## src/rtl/sbc_pkg.sv

```systemverilog
// ----------------------------------------------------------------------------
// sbc_pkg: shared definitions for the sphere and box collision test
// Shape and operation codes, the pair classification and the queued job width.
// ----------------------------------------------------------------------------
package sbc_pkg;

  localparam int COORD_BITS_DEF = 24;

  localparam logic OP_STORE = 1'b0;
  localparam logic OP_TEST  = 1'b1;

  localparam logic [1:0] SHAPE_SPHERE = 2'd0;
  localparam logic [1:0] SHAPE_BOX    = 2'd1;

  // Pair classification made by the front end. In a sphere/box pair the
  // sphere is always placed in collider A.
  typedef enum logic [1:0] {
    KIND_SS    = 2'd0,
    KIND_SB    = 2'd1,
    KIND_BB    = 2'd2,
    KIND_UNSUP = 2'd3
  } kind_t;

  // Job layout: kind, A centers, A extents, B centers, B extents.
  function automatic int job_bits(input int cw);
    return 2 + 2 * (3 * cw + 3 * (cw - 1));
  endfunction

endpackage

```

## src/rtl/sbc_front.sv

```systemverilog
// ----------------------------------------------------------------------------
// sbc_front: item intake and pair classification
// Holds the first collider and turns each test item that finds one stored into a queued job.
// ----------------------------------------------------------------------------
module sbc_front import sbc_pkg::*; #(
  parameter int COORD_BITS = COORD_BITS_DEF
) (
  input  logic                         clk,
  input  logic                         rst,
  input  logic                         item_valid,
  output logic                         item_ready,
  input  logic                         op,
  input  logic [1:0]                   shape,
  input  logic signed [COORD_BITS-1:0] center_x,
  input  logic signed [COORD_BITS-1:0] center_y,
  input  logic signed [COORD_BITS-1:0] center_z,
  input  logic [COORD_BITS-2:0]        extent_x,
  input  logic [COORD_BITS-2:0]        extent_y,
  input  logic [COORD_BITS-2:0]        extent_z,
  output logic                         job_valid,
  input  logic                         job_ready,
  output logic [job_bits(COORD_BITS)-1:0] job
);

  localparam int CW = COORD_BITS;
  localparam int EW = COORD_BITS - 1;

  logic                 first_loaded;
  logic [1:0]           first_shape;
  logic signed [CW-1:0] first_cx, first_cy, first_cz;
  logic [EW-1:0]        first_ex, first_ey, first_ez;

  logic  accept;
  logic  first_ok, cur_ok, swap;
  kind_t kind;

  assign item_ready = job_ready;
  assign accept     = item_valid && item_ready;
  assign job_valid  = item_valid && (op == OP_TEST) && first_loaded;

  assign first_ok = (first_shape == SHAPE_SPHERE) || (first_shape == SHAPE_BOX);
  assign cur_ok   = (shape == SHAPE_SPHERE) || (shape == SHAPE_BOX);
  // A box stored first against a sphere now: swap so the sphere sits in A.
  assign swap     = (first_shape == SHAPE_BOX) && (shape == SHAPE_SPHERE);

  always_comb begin
    if (!first_ok || !cur_ok) begin
      kind = KIND_UNSUP;
    end else if (first_shape == SHAPE_SPHERE && shape == SHAPE_SPHERE) begin
      kind = KIND_SS;
    end else if (first_shape == SHAPE_BOX && shape == SHAPE_BOX) begin
      kind = KIND_BB;
    end else begin
      kind = KIND_SB;
    end
  end

  always_comb begin
    if (swap) begin
      job = {kind, center_z, center_y, center_x, extent_z, extent_y, extent_x,
             first_cz, first_cy, first_cx, first_ez, first_ey, first_ex};
    end else begin
      job = {kind, first_cz, first_cy, first_cx, first_ez, first_ey, first_ex,
             center_z, center_y, center_x, extent_z, extent_y, extent_x};
    end
  end

  always_ff @(posedge clk) begin
    if (rst) begin
      first_loaded <= 1'b0;
      first_shape  <= SHAPE_SPHERE;
    end else if (accept) begin
      if (op == OP_STORE) begin
        first_loaded <= 1'b1;
        first_shape  <= shape;
      end else begin
        first_loaded <= 1'b0;
      end
    end
  end

  always_ff @(posedge clk) begin
    if (accept && op == OP_STORE) begin
      first_cx <= center_x;
      first_cy <= center_y;
      first_cz <= center_z;
      first_ex <= extent_x;
      first_ey <= extent_y;
      first_ez <= extent_z;
    end
  end

endmodule

```

## config.mk

```make
export PLATFORM = sky130hd
export DESIGN_NAME = sbc_front
export DESIGN_NICKNAME = d
export VERILOG_FILES = /design/src/rtl/sbc_pkg.sv /design/src/rtl/sbc_front.sv
export SDC_FILE = /design/constraint.sdc
export NUM_CORES = 1
export LEC_CHECK = 0
export BUFFER_PORTS_ARGS = -buffer_cell sky130_fd_sc_hd__buf_2
export CORE_AREA = 2 2 170 172
export CTS_CLUSTER_SIZE = 25
export DETAILED_ROUTE_END_ITERATION = 12
export DIE_AREA = 0 0 172 174
export PLACE_DENSITY = 0.6
export REMOVE_ABC_BUFFERS = 1
export SYNTH_ARGS = -nofsm -noshare
export SYNTH_HDL_FRONTEND = slang
export SYNTH_SLANG_ARGS = --single-unit
```

## constraint.sdc

```tcl
create_clock -name clk -period 16.6 [get_ports clk]
set_clock_uncertainty 0.05 [all_clocks]
set_input_delay 4.98 -clock clk [delete_from_list [all_inputs] [get_ports clk]]
set_output_delay 4.98 -clock clk [all_outputs]
set_load 0.05 [all_outputs]
```

==> results.yml, run 1 <==
layout:
  syn2layout_area_growth_pct: 34.01
  num_antenna_cells: 0
  stdcell_area_um2: 10900
  finish.utilization: 0.3859
  drive_gt1_frac: 0.8275
  layout.nets: 1045
  instances_no_fill: 1294
synth:
  synth_edf_count: 141
  synth_cells: 473
  async_flop_share: 0
  netlist_area_um2: 8130
  synth_top_area_share: 0.5208
  ys_top_cells_by_count: "mux2_2, edfxtp_1, buf_12"
  yosysUniqueCellTypes: 18
  yosysMostFrequentCell: "mux2_2"
  seq_area_frac_synth: 0.5282
  synthTopCellsByArea: "edfxtp_1, mux2_2, buf_12, buf_6, dfxtp_1"
  ys_ff_latch: 144
  yosysWarnings: 0
  syn_area_per_cell_um2: 17.19
  yosysTopAreaCell: "edfxtp_1"
  ys.flop_type: "edfxtp_1"
drt:
  wirelength_um: 20620
  viasPerCell: 4.452
  drc: 0
  ant_nets: 0
  first_pass_iters: 4
  vias: 5761
  routedWlPerCell_um: 15.93
  drt_iter0_drc: 244
cts:
  insertion_delay_ns: 0.41
  ctsHtreeMaxLevel: 4
  clkTransAtPathRegs_ns: 0.07
  postCtsSetupRepairBufs: 0
  cts_buffers: 17
  cts_tree: "done"
  cts_hold_buf: 0
  cts.path.max_buffers: 2
  cts-root-buf: "clkbuf_16"
  cts_sinks: 144
  ctsResizeCount: 0
sta:
  final_hold_viol_count: 0
  grt_setup_unrepaired: "false"
  setup_ws_ns: 3.958
  setup_violations: 0
  tns_ns: 0
  fmax_mhz: 79.10
  slew_headroom: 0.3308
  fin_crit_sh: 0.7615
  period_needed_ns: 12.64
  slew_viol_final: 0
  worstMarginPinSlew_ns: 1.004
outcome:
  status: "complete, no violations"
setup_path:
  crit_type: "input pin to output pin"
  r2r-start: "first_shape[1]"
  cp-start-kind: "input pin"
  cp.required_ns: 11.57
  crit_family: "buffers and inverters"
  cp_slowest_cell: "buf_4"
  timing.reg2reg.setup_slack_ns: 15.71
  reg2reg_to: "first_shape[1]"
  reg2reg_depth: 2
  worst-endpoint-arrival_ns: 7.61
  cpPeakStageDelay_ns: 0.85
  crit_chain: "buf_2, nor4b_4, buf_4, buf_4, mux2_2, buf_2"
  worstPathMaxFanout: 83
  critPathBufInv: 4
  crit_path_end_kind: "output pin"
die:
  ios: 434
  core_area_um2: 28240
  fp-row-count: 62
  die_w_um: 172
  die_area_um2: 29930
  dieHeight_um: 174
  start_util: 0.2879
global_route:
  busiest_layer: "met2"
  grt_max_degree: 147
  antenna_found_initial: 0
  grt_usage: 0.1286
  overflow: 0
  gr-usage-met3: 0.03666
  grtUsageMet1: 0.1486
  grt_pass1_wl_um: 30180
  first_global_vias: 5514
  met2_usage: 0.2284
placed_design:
  dp_hpwl_um: 14970
  postPlaceCellArea_um2: 10300
  place_inst: 1262
  place_ws_ns: 3.964
  port_buffers: 433
  gp_congestion: 0.7625
power_and_ir_drop:
  ir_drop_mv: 0.05459
  p_per_area_nw_per_um2: 98.74
  leakagePower_nw: 4.369
hold_path:
  hp-class: "flop to flop"
  hold_depth: 2
  hold_end: "first_loaded"
  min_from: "first_loaded"
job:
  drv_cap: 0
## power breakdown
part / internal (mW) / leakage, nW / total (mW) / switching, mW
Sequential: 0.419 / 1.32 / 0.426 / 0.00772
Clock: 0.238 / 0.273 / 0.401 / 0.162
Combinational: 0.0673 / 2.78 / 0.249 / 0.181
Total: 0.724 / 4.37 / 1.08 / 0.352
## layout by cell type, fill, tap and decap left out, drive strengths merged
| cell | count |
|---|---|
| mux2i | 2 |
| or2b | 1 |
| xor2 | 1 |
| a21oi | 1 |
| inv | 1 |
| buf | 438 |
| clkbuf | 20 |
| or3 | 1 |
| nand2b | 3 |
| nor4b | 1 |
| mux2 | 282 |
| clkinv | 3 |
| clkinvlp | 5 |
| and3b | 1 |
| and3 | 1 |
| edfxtp | 141 |
| a211o | 1 |
| bufinv | 3 |
| a311oi | 1 |
| dfxtp | 3 |
## layer usage
metal	share of wire	vias to the layer above
li1	-	2711
met1	0.41	2772
met2	0.50	258
met3	0.079	20
met4	0.018	0
met5	0	-
## through the flow
stage	power, mW	hold WS [ns]
after floorplan	0.6187	0.4277
after global routing	1.121	0.5257
after detailed placement	0.6840	0.4581
final	1.076	0.4768
after CTS	1.095	0.4747
after global placement	0.6826	0.4445
## layout make-up
type / instances / area, um2
clock buffer: 20 / 436.7
clock inverter: 12 / 162.7
fill: 2823 / 17340
multi-input combinational: 296 / 3304
sequential: 144 / 4294
tap: 384 / 480.5
timing repair buffer: 438 / 2217
## cells by family after synthesis
family	Yosys count	share of synthesized area
AO/OA/AOI/OAI	3	0.002924
XOR/XNOR	1	0.001077
buffers and inverters	33	0.06587
flip-flops	144	0.5282
multiplexers	284	0.3930
AND/OR/NAND/NOR	8	0.008927
## sequential cells by signal, indices dropped and copies added (netlist names)
name and count:
first_shape 2, first_ex 23, first_ez 23, first_loaded 1, first_cz 24, first_cy 24, first_ey 23, first_cx 24
## worst max-delay path by stage
stage / startpoint / to / cells past startpoint
6_report: shape[1] / job[221] / 6
5_1_grt: shape[1] / job[145] / 6
4_1_cts: shape[1] / job[94] / 6
3_5_place_dp: shape[1] / job[94] / 6
3_3_place_gp: shape[1] / job[222] / 6
2_1_floorplan: shape[1] / job[0] / 2
## tightest hold or removal path: stages (launching register included)
cell	delay [ns]
dfxtp_1	0.32
a21oi_1	0.12
a311oi_1	0.05
No activity file was read; power rests on OpenSTA's default activity.
==> run 2, diff against run 1 <==
--- a/config.mk
+++ b/config.mk
@@ -10,7 +10,7 @@
 export CTS_CLUSTER_SIZE = 25
 export DETAILED_ROUTE_END_ITERATION = 12
 export DIE_AREA = 0 0 172 174
-export PLACE_DENSITY = 0.6
+export PLACE_DENSITY = 0.62
 export REMOVE_ABC_BUFFERS = 1
 export SYNTH_ARGS = -nofsm -noshare
 export SYNTH_HDL_FRONTEND = slang
==> constraint.sdc (replaced) <==
create_clock -name clk -period 11.1 [get_ports clk]
set_clock_uncertainty 0.05 [all_clocks]
set_input_delay 3.33 -clock clk [delete_from_list [all_inputs] [get_ports clk]]
set_output_delay 3.33 -clock clk [all_outputs]
set_load 0.05 [all_outputs]
==> run 2 against run 1 <==
- via count shrank 0.28%
- non-clock buffer count down 1
- cell area down 0.40%
- sequential power increased by 50%
- critical path depth is 1 lower
- sequential cell count unchanged
- highest routed layer unchanged
==> results.yml, run 2 (same netlist as run 1, synthesis figures left out) <==
layout:
  regArea_um2: 4294
  syn2layout_area_growth_pct: 33.47
  layout_commonest_cell: "buf_2"
  final_cell_mix: "buf_2, mux2_2, edfxtp_1"
  reg_top3: "first_cx: 24 flops, first_cy: 24 flops, first_cz: 24 flops"
  fillerInstances: 2794
  num_antenna_cells: 0
  layout.nets: 1044
  multi_input_area_um2: 3304
  drive_gt1_frac: 0.8269
drt:
  viasPerCell: 4.450
  first_pass_iters: 4
  ant_nets: 0
  vias: 5745
  drc: 0
  wirelength_um: 20850
  drt_iter0_drc: 301
  routedWlPerCell_um: 16.15
cts:
  ctsResizeCount: 0
  cts_tree: "done"
  clkTransAtPathRegs_ns: 0.06
  ctsHtreeMaxLevel: 4
  postCtsSetupRepairBufs: 0
  cts_buffers: 17
  cts_hold_buf: 0
  cts_sinks: 144
  cts.path.max_buffers: 2
  insertion_delay_ns: 0.43
  cts-root-buf: "clkbuf_16"
global_route:
  grt_usage: 0.1303
  overflow: 0
  antenna_found_initial: 0
  grt_pass1_wl_um: 29980
  first_global_vias: 5459
  grt_max_degree: 150
sta:
  fin_crit_sh: 0.7804
  tns_ns: 0
  slew_viol_final: 0
  setup_violations: 0
  setup_ws_ns: 2.438
  period_needed_ns: 8.662
  final_hold_viol_count: 0
  slew_headroom: 0.2951
  worstMarginPinSlew_ns: 1.057
  fmax_mhz: 115.4
  grt_setup_unrepaired: "false"
setup_path:
  crit_chain: "buf_2, nor4b_4, buf_12, mux2_2, buf_2"
  worst-endpoint-arrival_ns: 5.28
  crit_type: "input pin to output pin"
  cpPeakStageDelay_ns: 0.47
  cp_slowest_cell: "buf_12"
  cp-start-kind: "input pin"
  cp.required_ns: 7.72
  worstPathMaxFanout: 149
  path_common_cell: "buf_2"
  crit_path_end_kind: "output pin"
die:
  dieHeight_um: 174
  start_util: 0.2879
  fp-row-count: 62
  die_area_um2: 29930
  die_w_um: 172
  ios: 434
  core_area_um2: 28240
placed_design:
  port_buffers: 433
  place_ws_ns: 2.498
  dp_hpwl_um: 14900
  gp_congestion: 0.7784
job:
  drv_cap: 0
outcome:
  status: "complete, no violations"
power_and_ir_drop:
  p_per_area_nw_per_um2: 144.9
  leakagePower_nw: 4.352
  ir_drop_mv: 0.06588
hold_path:
  hp-class: "flop to flop"
-- run 2: worst paths after layout --
path	from	to	depth (start not counted)	slack, ns
max	shape[1]	job[257]	5	2.44
min reg2reg	first_loaded	first_loaded	2	0.48
min	first_loaded	first_loaded	2	0.48
max reg2reg	first_shape[1]	first_shape[1]	2	10.20
-- run 2: cell type report --
type                       instances  share of cell area
sequential                       144              0.3957
multi-input combinational        296              0.3045
timing repair buffer             437              0.2048
tap                              384             0.04428
clock buffer                      18             0.03955
clock inverter                    12             0.01118
-- run 2: metal layers --
metal / vias up / wire length, um / global-route usage
li1: 2722 / - / -
met1: 2780 / 8460 / 0.1477
met2: 228 / 10810 / 0.2336
met3: 15 / 1273 / 0.03324
met4: 0 / 305 / 0.04832
met5: - / 0 / 0
-- run 2: stage by stage --
step	std cells	area (um2)	utilization	hold slack, ns	power, mW
6_report	1291	10850	0.3843	0.4780	1.572
5_1_grt	1291	10850	0.3843	0.5315	1.631
4_1_cts	1291	10850	0.3843	0.4836	1.595
3_5_place_dp	1261	10300	0.3648	0.4701	1.023
3_3_place_gp	1261	10300	0.3648	0.4514	1.021
2_1_floorplan	440	7595	-	0.4277	0.9253
-- run 2: worst max-delay path, delay by kind of cell --
kind	cells	cell delay [ns]
and+or+nand+nor	1	0.40
buffers and inverters	3	0.82
muxes	1	0.44
-- run 2: where the power goes --
group	total [mW]	leakage [nW]	switching, mW	internal [mW]
logic	0.373	2.77	0.272	0.101
registers	0.638	1.32	0.0112	0.626
clock network	0.561	0.259	0.236	0.325
total	1.57	4.35	0.519	1.05
